===== src/slp_pkg.sv =====
`default_nettype none
package slp_pkg;
	localparam int TABLE_DEPTH = 32;
	localparam int IDX_W = $clog2(TABLE_DEPTH);
	localparam int CNT_W = $clog2(TABLE_DEPTH + 1);
	localparam logic [1:0] CMD_CHECK = 2'd0;
	localparam logic [1:0] CMD_ADD = 2'd1;
	localparam logic [1:0] CMD_REMOVE = 2'd2;
	localparam logic [1:0] CMD_SELECT = 2'd3;
	localparam logic [2:0] ST_OK = 3'd0;
	localparam logic [2:0] ST_QFULL = 3'd1;
	localparam logic [2:0] ST_EMPTY = 3'd2;
	localparam logic [2:0] ST_TFULL = 3'd3;
	localparam logic [2:0] ST_DUP = 3'd4;
	localparam logic [2:0] ST_NOTFOUND = 3'd5;
	localparam logic [1:0] REG_CPM = 2'd0;
	localparam logic [1:0] REG_MAXQ = 2'd1;
	localparam logic [1:0] REG_SHARE = 2'd2;
	localparam logic [1:0] REG_NOTHR = 2'd3;
	localparam logic [11:0] CREDIT_FULL = 12'd1000;
	// 1e6 = 64 * 15625; floor(x / 15625) = (x * RECIP) >> 56 for x < 2^42
	localparam logic [42:0] RECIP = 43'(((64'd1 << 56) + 64'd15624) / 64'd15625);

	typedef struct packed {
		logic [1:0]  command;
		logic [63:0] now;
		logic [15:0] pkt_len;
		logic        force_req;
		logic [31:0] message_id;
		logic [30:0] msg_remain;
		logic [63:0] start_time;
	} item_t;

	typedef struct packed {
		logic [2:0]  status;
		logic        allowed;
		logic        chosen_valid;
		logic [31:0] chosen_id;
		logic        chosen_by_age;
		logic [5:0]  occupancy;
	} result_t;

	// controller -> datapath
	typedef struct packed {
		logic load;      // latch item, clear scan
		logic scan_step; // one table entry per cycle
		logic div_step;  // one partial product per cycle
		logic finish;    // commit state and build result
	} dp_cmd_t;

	typedef struct packed {
		logic scan_done;
		logic div_done;
		logic [1:0] command;
	} dp_stat_t;
endpackage
`default_nettype wire


===== src/slp_ctrl.sv =====
`default_nettype none
module slp_ctrl (
	input  wire logic         clk,
	input  wire logic         arst_n,
	input  wire logic         in_fire,
	output logic              in_rdy,
	input  wire logic         out_rdy,
	output logic              out_vld,
	output slp_pkg::dp_cmd_t  cmd,
	input  wire slp_pkg::dp_stat_t stat
);
	import slp_pkg::*;

	localparam logic [1:0] S_IDLE = 2'd0;
	localparam logic [1:0] S_WORK = 2'd1;
	localparam logic [1:0] S_FIN  = 2'd2;

	logic [1:0] state_q;
	logic out_vld_q;
	logic done;

	assign done = (stat.command == CMD_CHECK) ? stat.div_done : stat.scan_done;
	assign out_vld = out_vld_q;
	assign in_rdy = (state_q == S_IDLE);

	always_comb begin
		cmd = '0;
		cmd.load = in_fire;
		cmd.scan_step = (state_q == S_WORK) && !stat.scan_done;
		cmd.div_step = (state_q == S_WORK) && !stat.div_done;
		cmd.finish = (state_q == S_FIN) && (!out_vld_q || out_rdy);
	end

	always_ff @(posedge clk or negedge arst_n) begin
		if (!arst_n) begin
			state_q <= S_IDLE;
			out_vld_q <= 1'b0;
		end else begin
			if (cmd.finish) out_vld_q <= 1'b1;
			else if (out_rdy) out_vld_q <= 1'b0;
			case (state_q)
				S_IDLE: if (in_fire) state_q <= S_WORK;
				S_WORK: if (done) state_q <= S_FIN;
				S_FIN: if (cmd.finish) state_q <= S_IDLE;
				default: state_q <= S_IDLE;
			endcase
		end
	end
endmodule
`default_nettype wire


===== config.mk =====
export PLATFORM = sky130hd
export DESIGN_NAME = slp_ctrl
export DESIGN_NICKNAME = d
export VERILOG_FILES = /design/src/slp_pkg.sv /design/src/slp_ctrl.sv
export SDC_FILE = /design/constraint.sdc
export NUM_CORES = 1
export LEC_CHECK = 0
export BUFFER_PORTS_ARGS = -buffer_cell sky130_fd_sc_hd__buf_2
export CAP_MARGIN = 25
export CORE_AREA = 2 2 39 41
export CTS_CLUSTER_SIZE = 10
export DETAILED_ROUTE_END_ITERATION = 6
export DIE_AREA = 0 0 41 43
export SLEW_MARGIN = 20
export SYNTH_ARGS = -nofsm -noshare
export SYNTH_HDL_FRONTEND = slang
export SYNTH_SLANG_ARGS = --single-unit

===== constraint.sdc =====
create_clock -name clk -period 2.3 [get_ports clk]
set_clock_uncertainty 0.15 [all_clocks]
set_input_delay 0.345 -clock clk [delete_from_list [all_inputs] [get_ports clk]]
set_output_delay 0.345 -clock clk [all_outputs]
set_load 0.01 [all_outputs]

# Yosys cells after proc, flatten, opt, wreduce, memory -nomap -nowiden
# Index checks and enable logic that the tools add are counted.
dict set report word_totals {
  reg_bits 3
  inputBits 8
  out_inout_bits 6
  elab_cells 25
}
dict set report classes {
  n_eq_ne 5
  mux 7
  reduce_logical 11
}
# op count
set ops {}
lappend ops {{2-to-1 mux 2 bit} 3}
lappend ops {{!= test 2 bit (second input constant)} 3}
lappend ops {{one-hot mux 2 bit (3 select lines)} 1}
lappend ops {{zero test 2 bit} 2}
lappend ops {{logical AND 1 bit} 3}
lappend ops {{zero test 1 bit} 3}
lappend ops {{2-to-1 mux 1 bit} 3}
lappend ops {{AND reduction 3 bit} 1}
lappend ops {{== test 2 x 1 -> 1 bit (second input constant)} 1}
lappend ops {{== test 2 bit (second input constant)} 1}
lappend ops {{nonzero test 2 bit} 1}
lappend ops {{logical OR 1 bit} 1}

# Longest topological paths before layout
# Gate-level depths: netlist of the first run.
dict set report logic_depth {
  ltp_word 5
  depth_mapped 3
  mapped_depth_nobuf 3
}

# Worst setup path before layout of the first run
# Ideal clock, no wire load.
dict set report synth_timing {
  path_kind {register to output}
  from {reg state_q[0]}
  to {out cmd[0] in the netlist's numbering}
  t_arrival_ps 756
  required_ps 1805
  setup_slack_ps 1049
  path_stages_with_launch 3
  path_buffers 0
  cell_sequence {dfrtp_1 nand2b_1 nor2b_1}
}
# element line_no
set synth_lines {}
lappend synth_lines {{start, declared} slp_ctrl.sv:18} ;# logic [1:0] state_q;
lappend synth_lines {{start signal, assigned} slp_ctrl.sv:36} ;# state_q <= S_IDLE;
lappend synth_lines {{start signal, assigned} slp_ctrl.sv:42} ;# S_IDLE: if (in_fire) state_q <= S_WORK;
lappend synth_lines {{start signal, assigned} slp_ctrl.sv:43} ;# S_WORK: if (done) state_q <= S_FIN;
lappend synth_lines {{end, declared} slp_ctrl.sv:9} ;# output slp_pkg::dp_cmd_t cmd,

==> results of run 1 <==
==> layout by cell type, fill, tap and decap left out <==
master	netlist	layout
a31oi_1	1	1
clkbuf_4	0	3
nor2_1	4	4
a21oi_1	1	1
dlygate4sd3_1	0	1
o21ai_0	1	1
clkbuf_1	0	1
dfrtp_1	3	3
a2bb2o_1	1	1
nor2b_1	2	2
buf_2	0	13
or3b_1	1	1
nand2_1	1	1
nand2b_1	3	3
==> tightest hold or removal path, cell delays in order <==
cell and delay [ns]:
buf_2 0.07, nand2b_1 0.11, nand2_1 0.06
==> worst max-delay path by stage <==
| stage | endpoint | cells past startpoint |
|---|---|---|
| global route | cmd[0] | 3 |
| global placement | state_q[0] | 4 |
| detailed placement | state_q[1] | 4 |
| finish | cmd[0] | 3 |
| floorplan | cmd[0] | 2 |
| CTS | cmd[0] | 3 |
==> power groups by stage <==
stage | sequential [uW] | combinational (uW) | clock, uW
after floorplan | 95.7 | 62.3 | 0
after global placement | 94.4 | 110 | 0
after detailed placement | 95.1 | 111 | 0
after CTS | 94.2 | 113 | 96.6
after global routing | 98.1 | 121 | 106
final | 93.9 | 109 | 92.4
==> sequential cells by signal, summed over array words and instances (netlist names) <==
register and flops:
out_vld 1, state_q 2
==> Yosys cell counts, drive strengths merged <==
library cell  instances  area (sq um)
nor2                  4         15.01
dfrtp                 3         75.07
nand2b                3         18.77
nor2b                 2         12.51
a21oi                 1         5.000
a2bb2o                1         10.01
a31oi                 1         6.260
buf                   1         7.510
nand2                 1         3.750
o21ai                 1         5.000
or3b                  1         8.760
==> kinds of logic after synthesis <==
family                 Yosys count
and+or+nand+nor                 11
AOI/OAI and AO/OA                4
DFF                              3
buffers and inverters            1
==> layer usage <==
metal | up-vias | global-route usage, % | wire length (um)
met5 | - | 0 | 0
met4 | 0 | 8.000 | 0
met3 | 0 | 4.712 | 33
met2 | 5 | 8.750 | 248
met1 | 86 | 4.221 | 126
li1 | 96 | - | -
==> area by class of cell <==
class	count	area (sq um)
fillers	165	1102
multi-input cells	15	85.08
flip-flops and latches	3	75.07
repair buffers	14	75.07
clock buffers	4	26.28
well taps	16	20.02
==> stage by stage <==
stage,hold slack [ns],power (uW),cells,setup WS (ns),instance area [sq um]
floorplan,-0.1006,158.0,19,1.049,167.7
global placement,-0.008925,204.1,47,0.9512,245.2
detailed placement,-0.004030,205.8,47,0.9442,245.2
CTS,0.2497,303.5,52,0.7184,281.5
global route,0.2891,325.2,52,0.6625,281.5
finish,0.2488,295.4,52,0.7421,281.5
==> repair_timing <==
item | CTS | global route
hold endpoints to repair | 3 | 0
hold buffers | 1 | 0
buffers inserted | 0 | 0
setup endpoints to repair | 0 | 0
==> flow_summary_export.csv, run 1 <==
group,metric,value,unit
power,sw_frac_of_total,34.57,%
clock_network,cts.clk_slew.worst_paths,0.04,ns
global_route,grt.total_usage,6.244,%
floorplan,die_y,43,um
yosys,synth.distinct_cells,11,
yosys,netlist_area,167.7,sq um
floorplan,core_area,1384,sq um
run_status,outcome,"completed",
floorplan,die_x,41,um
floorplan,rows,14,
worst_hold_path,hold_end,"out_vld",
yosys,ys_warn_count,0,
timing,setup_tns,0,ns
power,combPwrFrac,37.0,%
global_route,grt_max_degree,7,
routing,drtIter0Drc,1,
cells_and_area,area_growth,67.91,%
power,p_int,193.3,uW
worst_hold_path,hold_depth,3,
global_route,first_global_vias,185,
floorplan,start_util,12.12,%
floorplan,dieArea,1763,sq um
routing,firstDrtPassIters,2,
floorplan,io_pins,14,
timing,final_max_slew_viol_count,0,
yosys,syn-num-nets,27,
setup_path,regToRegEndpoint,"state_q[1]",
yosys,syn_area_per_cell,8.824,sq um
setup_path,path_buf_inv,1,
routing,drc,0,
cells_and_area,post-route-util,20.34,%
setup_path,startpoint_type,"flip-flop",
global_route,gr-total-overflow,0,
routing,vias,187,
setup_path,crit_arrival,1.06,ns
power,p_sw,102.1,uW
timing,tightest_slew,0.2638,ns
power,p_per_area,1049,nW/um^2
power,pwr-share-clk,31.3,%
place,hpwl,339,um
worst_hold_path,worstHoldStart,"out_rdy",
timing,min_period,1.558,ns
setup_path,r2r_slack,1.18,ns
setup_path,slowest_stage,"dfrtp_1",
yosys,synth_top_family_by_area,"simple AND/OR/NAND/NOR gates",
timing,hold_violations,0,
place,place_congestion,0.6147,
yosys,synthMuxAreaShare,0,%
clock_network,cts.root.buffer_cell,"clkbuf_4",
yosys,synth_seq_cells,3,
setup_path,end_kind,"primary output",
worst_hold_path,hold_class,"in2reg",
timing,rsz0062_at_grt,"false",
power,leakage,0.0001513,uW
routing,via_per_inst,3.596,
yosys,synth_compound_area_share,15.67,%
routing,wirelength,409,um
yosys,synthCells,19,
clock_network,cts_resized,0,
yosys,synth_xor_area_share,0,%
setup_path,cp.required,1.80,ns
setup_path,crit_path_start,"state_q[0]",
timing,relSlewSlack,82.23,%
timing,setup_viol,0,
cells_and_area,nNetsFinal,45,
yosys,post_synth_and_or_nand_nor_area_fraction,35.07,%
cells_and_area,diodes,0,
setup_path,worstPathCellList,"nand2b_1 > nor2b_1 > buf_2",
setup_path,crit_path_max_fanout,6,
clock_network,cts_tree,"done",
setup_path,critPathTopFamily,"flip-flops",
cells_and_area,drive_above_1_share,44.44,%
global_route,antenna_found_initial,0,
routing,route.detailed.wl_per_inst,7.865,um
timing,period_share,67.74,%
clock_network,cts_buffers,3,
setup_path,cpPeakStageDelay,0.41,ns
routing,final_antenna_net_count,0,
clock_network,htreeDepth,1,
setup_path,path_class,"reg2out",
setup_path,timing.rr.start,"state_q[0]",
global_route,grt_pass1_wl,621,um
place,io_buffer_count,13,
yosys,yosysSeqAreaShare,44.78,%
setup_path,reg2regPathDepth,2,
job,max_cap_violations,0,
clock_network,cts.sinks,3,
power,max-vdd-ir-drop,213.2,uV
power,pwr-share-seq,31.8,%
yosys,synth_fa_ha_area_share,0,%
clock_network,cts.path.max_buffers,2,
clock_network,clk-insertion-delay-late,0.23,ns
timing,fmax,641.9,MHz
No activity file was read; power rests on OpenSTA's default activity.
==> run 2, diff against run 1 <==
Clock period 2.3 ns to 1.5 ns, I/O delays scaled along.
==> flow_summary_export.csv, run 2 (synthesis results as in run 1) <==
group,metric,value,unit
setup_path,timing.rr.start,"state_q[1]",
setup_path,startpoint_type,"flip-flop",
place,place_congestion,0.5850,
power,max-vdd-ir-drop,305.5,uV
timing,rsz0062_at_grt,"false",
clock_network,cts.path.max_buffers,2,
floorplan,core_area,1384,sq um
timing,hold_violations,0,
worst_hold_path,hold_end,"out_vld",
setup_path,regToRegEndpoint,"state_q[1]",
routing,highest_layer,"met3",
floorplan,die_y,43,um
clock_network,cts.clk_slew.worst_paths,0.04,ns
timing,setup_tns,0,ns
floorplan,io_pins,14,
place,place_ws,0.2661,ns
global_route,first_global_vias,192,
cells_and_area,nFillCells,161,
routing,wirelength,398,um
cells_and_area,final_cell_mix,"13 x buf_2, 4 x nor2_1, 3 x nand2b_1, 3 x clkbuf_4, 3 x dfrtp_1",
floorplan,start_util,12.12,%
floorplan,rows,14,
clock_network,clk-insertion-delay-late,0.23,ns
clock_network,cts_buffers,3,
worst_hold_path,hold_depth,3,
timing,setup_viol,0,
routing,drtIter0Drc,0,
setup_path,r2r_slack,0.43,ns
clock_network,cts.root.buffer_cell,"clkbuf_4",
timing,final_max_slew_viol_count,0,
routing,met1_length,135,um
cells_and_area,nNetsFinal,46,
clock_network,htreeDepth,1,
setup_path,end_kind,"primary output",
routing,via_per_inst,3.566,
power,p_per_area,1613,nW/um^2
timing,relSlewSlack,82.73,%
routing,drc,0,
routing,final_antenna_net_count,0,
global_route,grt_pass1_wl,607,um
power,leakage,0.0001563,uW
timing,setup_slack,0.1011,ns
clock_network,cts_tree,"done",
routing,met2_length,226,um
cells_and_area,largest_register_ffs,2,
setup_path,reg2regPathDepth,2,
routing,firstDrtPassIters,1,
cells_and_area,drive_above_1_share,45.95,%
timing,tightest_slew,0.2564,ns
floorplan,dieArea,1763,sq um
floorplan,die_x,41,um
clock_network,cts.sinks,3,
timing,min_period,1.399,ns
cells_and_area,diodes,0,
cells_and_area,top_register,"state_q",
worst_hold_path,worstHoldStart,"out_rdy",
timing,fmax,714.8,MHz
setup_path,path_class,"reg2out",
run_status,outcome,"completed",
routing,route.detailed.wl_per_inst,7.509,um
global_route,antenna_found_initial,0,
global_route,gr-total-overflow,0,
setup_path,crit_path_max_fanout,4,
global_route,grt_max_degree,7,
worst_hold_path,hold_class,"in2reg",
setup_path,cp.required,1.12,ns
setup_path,crit_arrival,1.02,ns
cells_and_area,final_common_cell,"buf_2",
routing,met3_length,36,um
setup_path,crit_path_start,"state_q[0]",
global_route,grt.total_usage,5.841,%
place,io_buffer_count,13,
routing,vias,189,
timing,period_share,93.26,%
cells_and_area,area_growth,72.39,%
job,max_cap_violations,0,
run 2: changes by cell type in the layout (fill, tap and decap cells not counted), sizes merged:
cell / change
buf: +1
run 2: per-layer routing:
metal	vias to the layer above	global-route usage [%]
met5	-	0
met4	0	8.000
met3	0	3.141
met2	5	9.063
met1	84	3.571
li1	100	-
run 2: metrics by stage:
stage | std cells | cell area (sq um) | power [uW] | hold WS [ns] | util [%]
2_1_floorplan | 19 | 167.7 | 242.2 | -0.2206 | -
3_3_place_gp | 47 | 245.2 | 314.5 | -0.1239 | 17.72
3_5_place_dp | 47 | 245.2 | 314.3 | -0.1214 | 17.72
4_1_cts | 52 | 281.5 | 464.1 | 0.1309 | 20.34
5_1_grt | 53 | 289.0 | 512.3 | 0.1769 | 20.89
6_report | 53 | 289.0 | 466.1 | 0.1315 | 20.89
run 2: power breakdown:
group | switching (uW) | internal (uW)
combinational | 92.6 | 98.3
clock | 38.5 | 99.5
sequential | 23.2 | 114
run 2: repair_timing:
item / CTS / global route
setup buffers: 0 / 1
endpoints found under the hold margin: 3 / 0
endpoints found under the setup margin: 0 / 1
hold buffers: 1 / 0
resized for setup: 0 / 0
run 2: how the worst max path moves through the flow:
stage	endpoint	slack, ns	cells past startpoint
2_1_floorplan	cmd[0]	0.37	2
3_3_place_gp	state_q[1]	0.27	4
6_report	cmd[0]	0.10	3
3_5_place_dp	state_q[1]	0.27	4
5_1_grt	cmd[0]	0.02	3
4_1_cts	cmd[0]	0.04	3
run 2: layout make-up:
type / instances / area, sq um / share of cell area, %
multi-input combinational: 15 / 85.08 / 29.44
timing repair buffer: 15 / 82.58 / 28.57
sequential: 3 / 75.07 / 25.97
clock buffer: 4 / 26.28 / 9.091
tap: 16 / 20.02 / 6.926
run 2: critical path, cell delays in order (launching register included):
cell and delay, ns:
dfrtp_1 0.38, nand2b_1 0.18, nor2b_1 0.11, buf_2 0.13
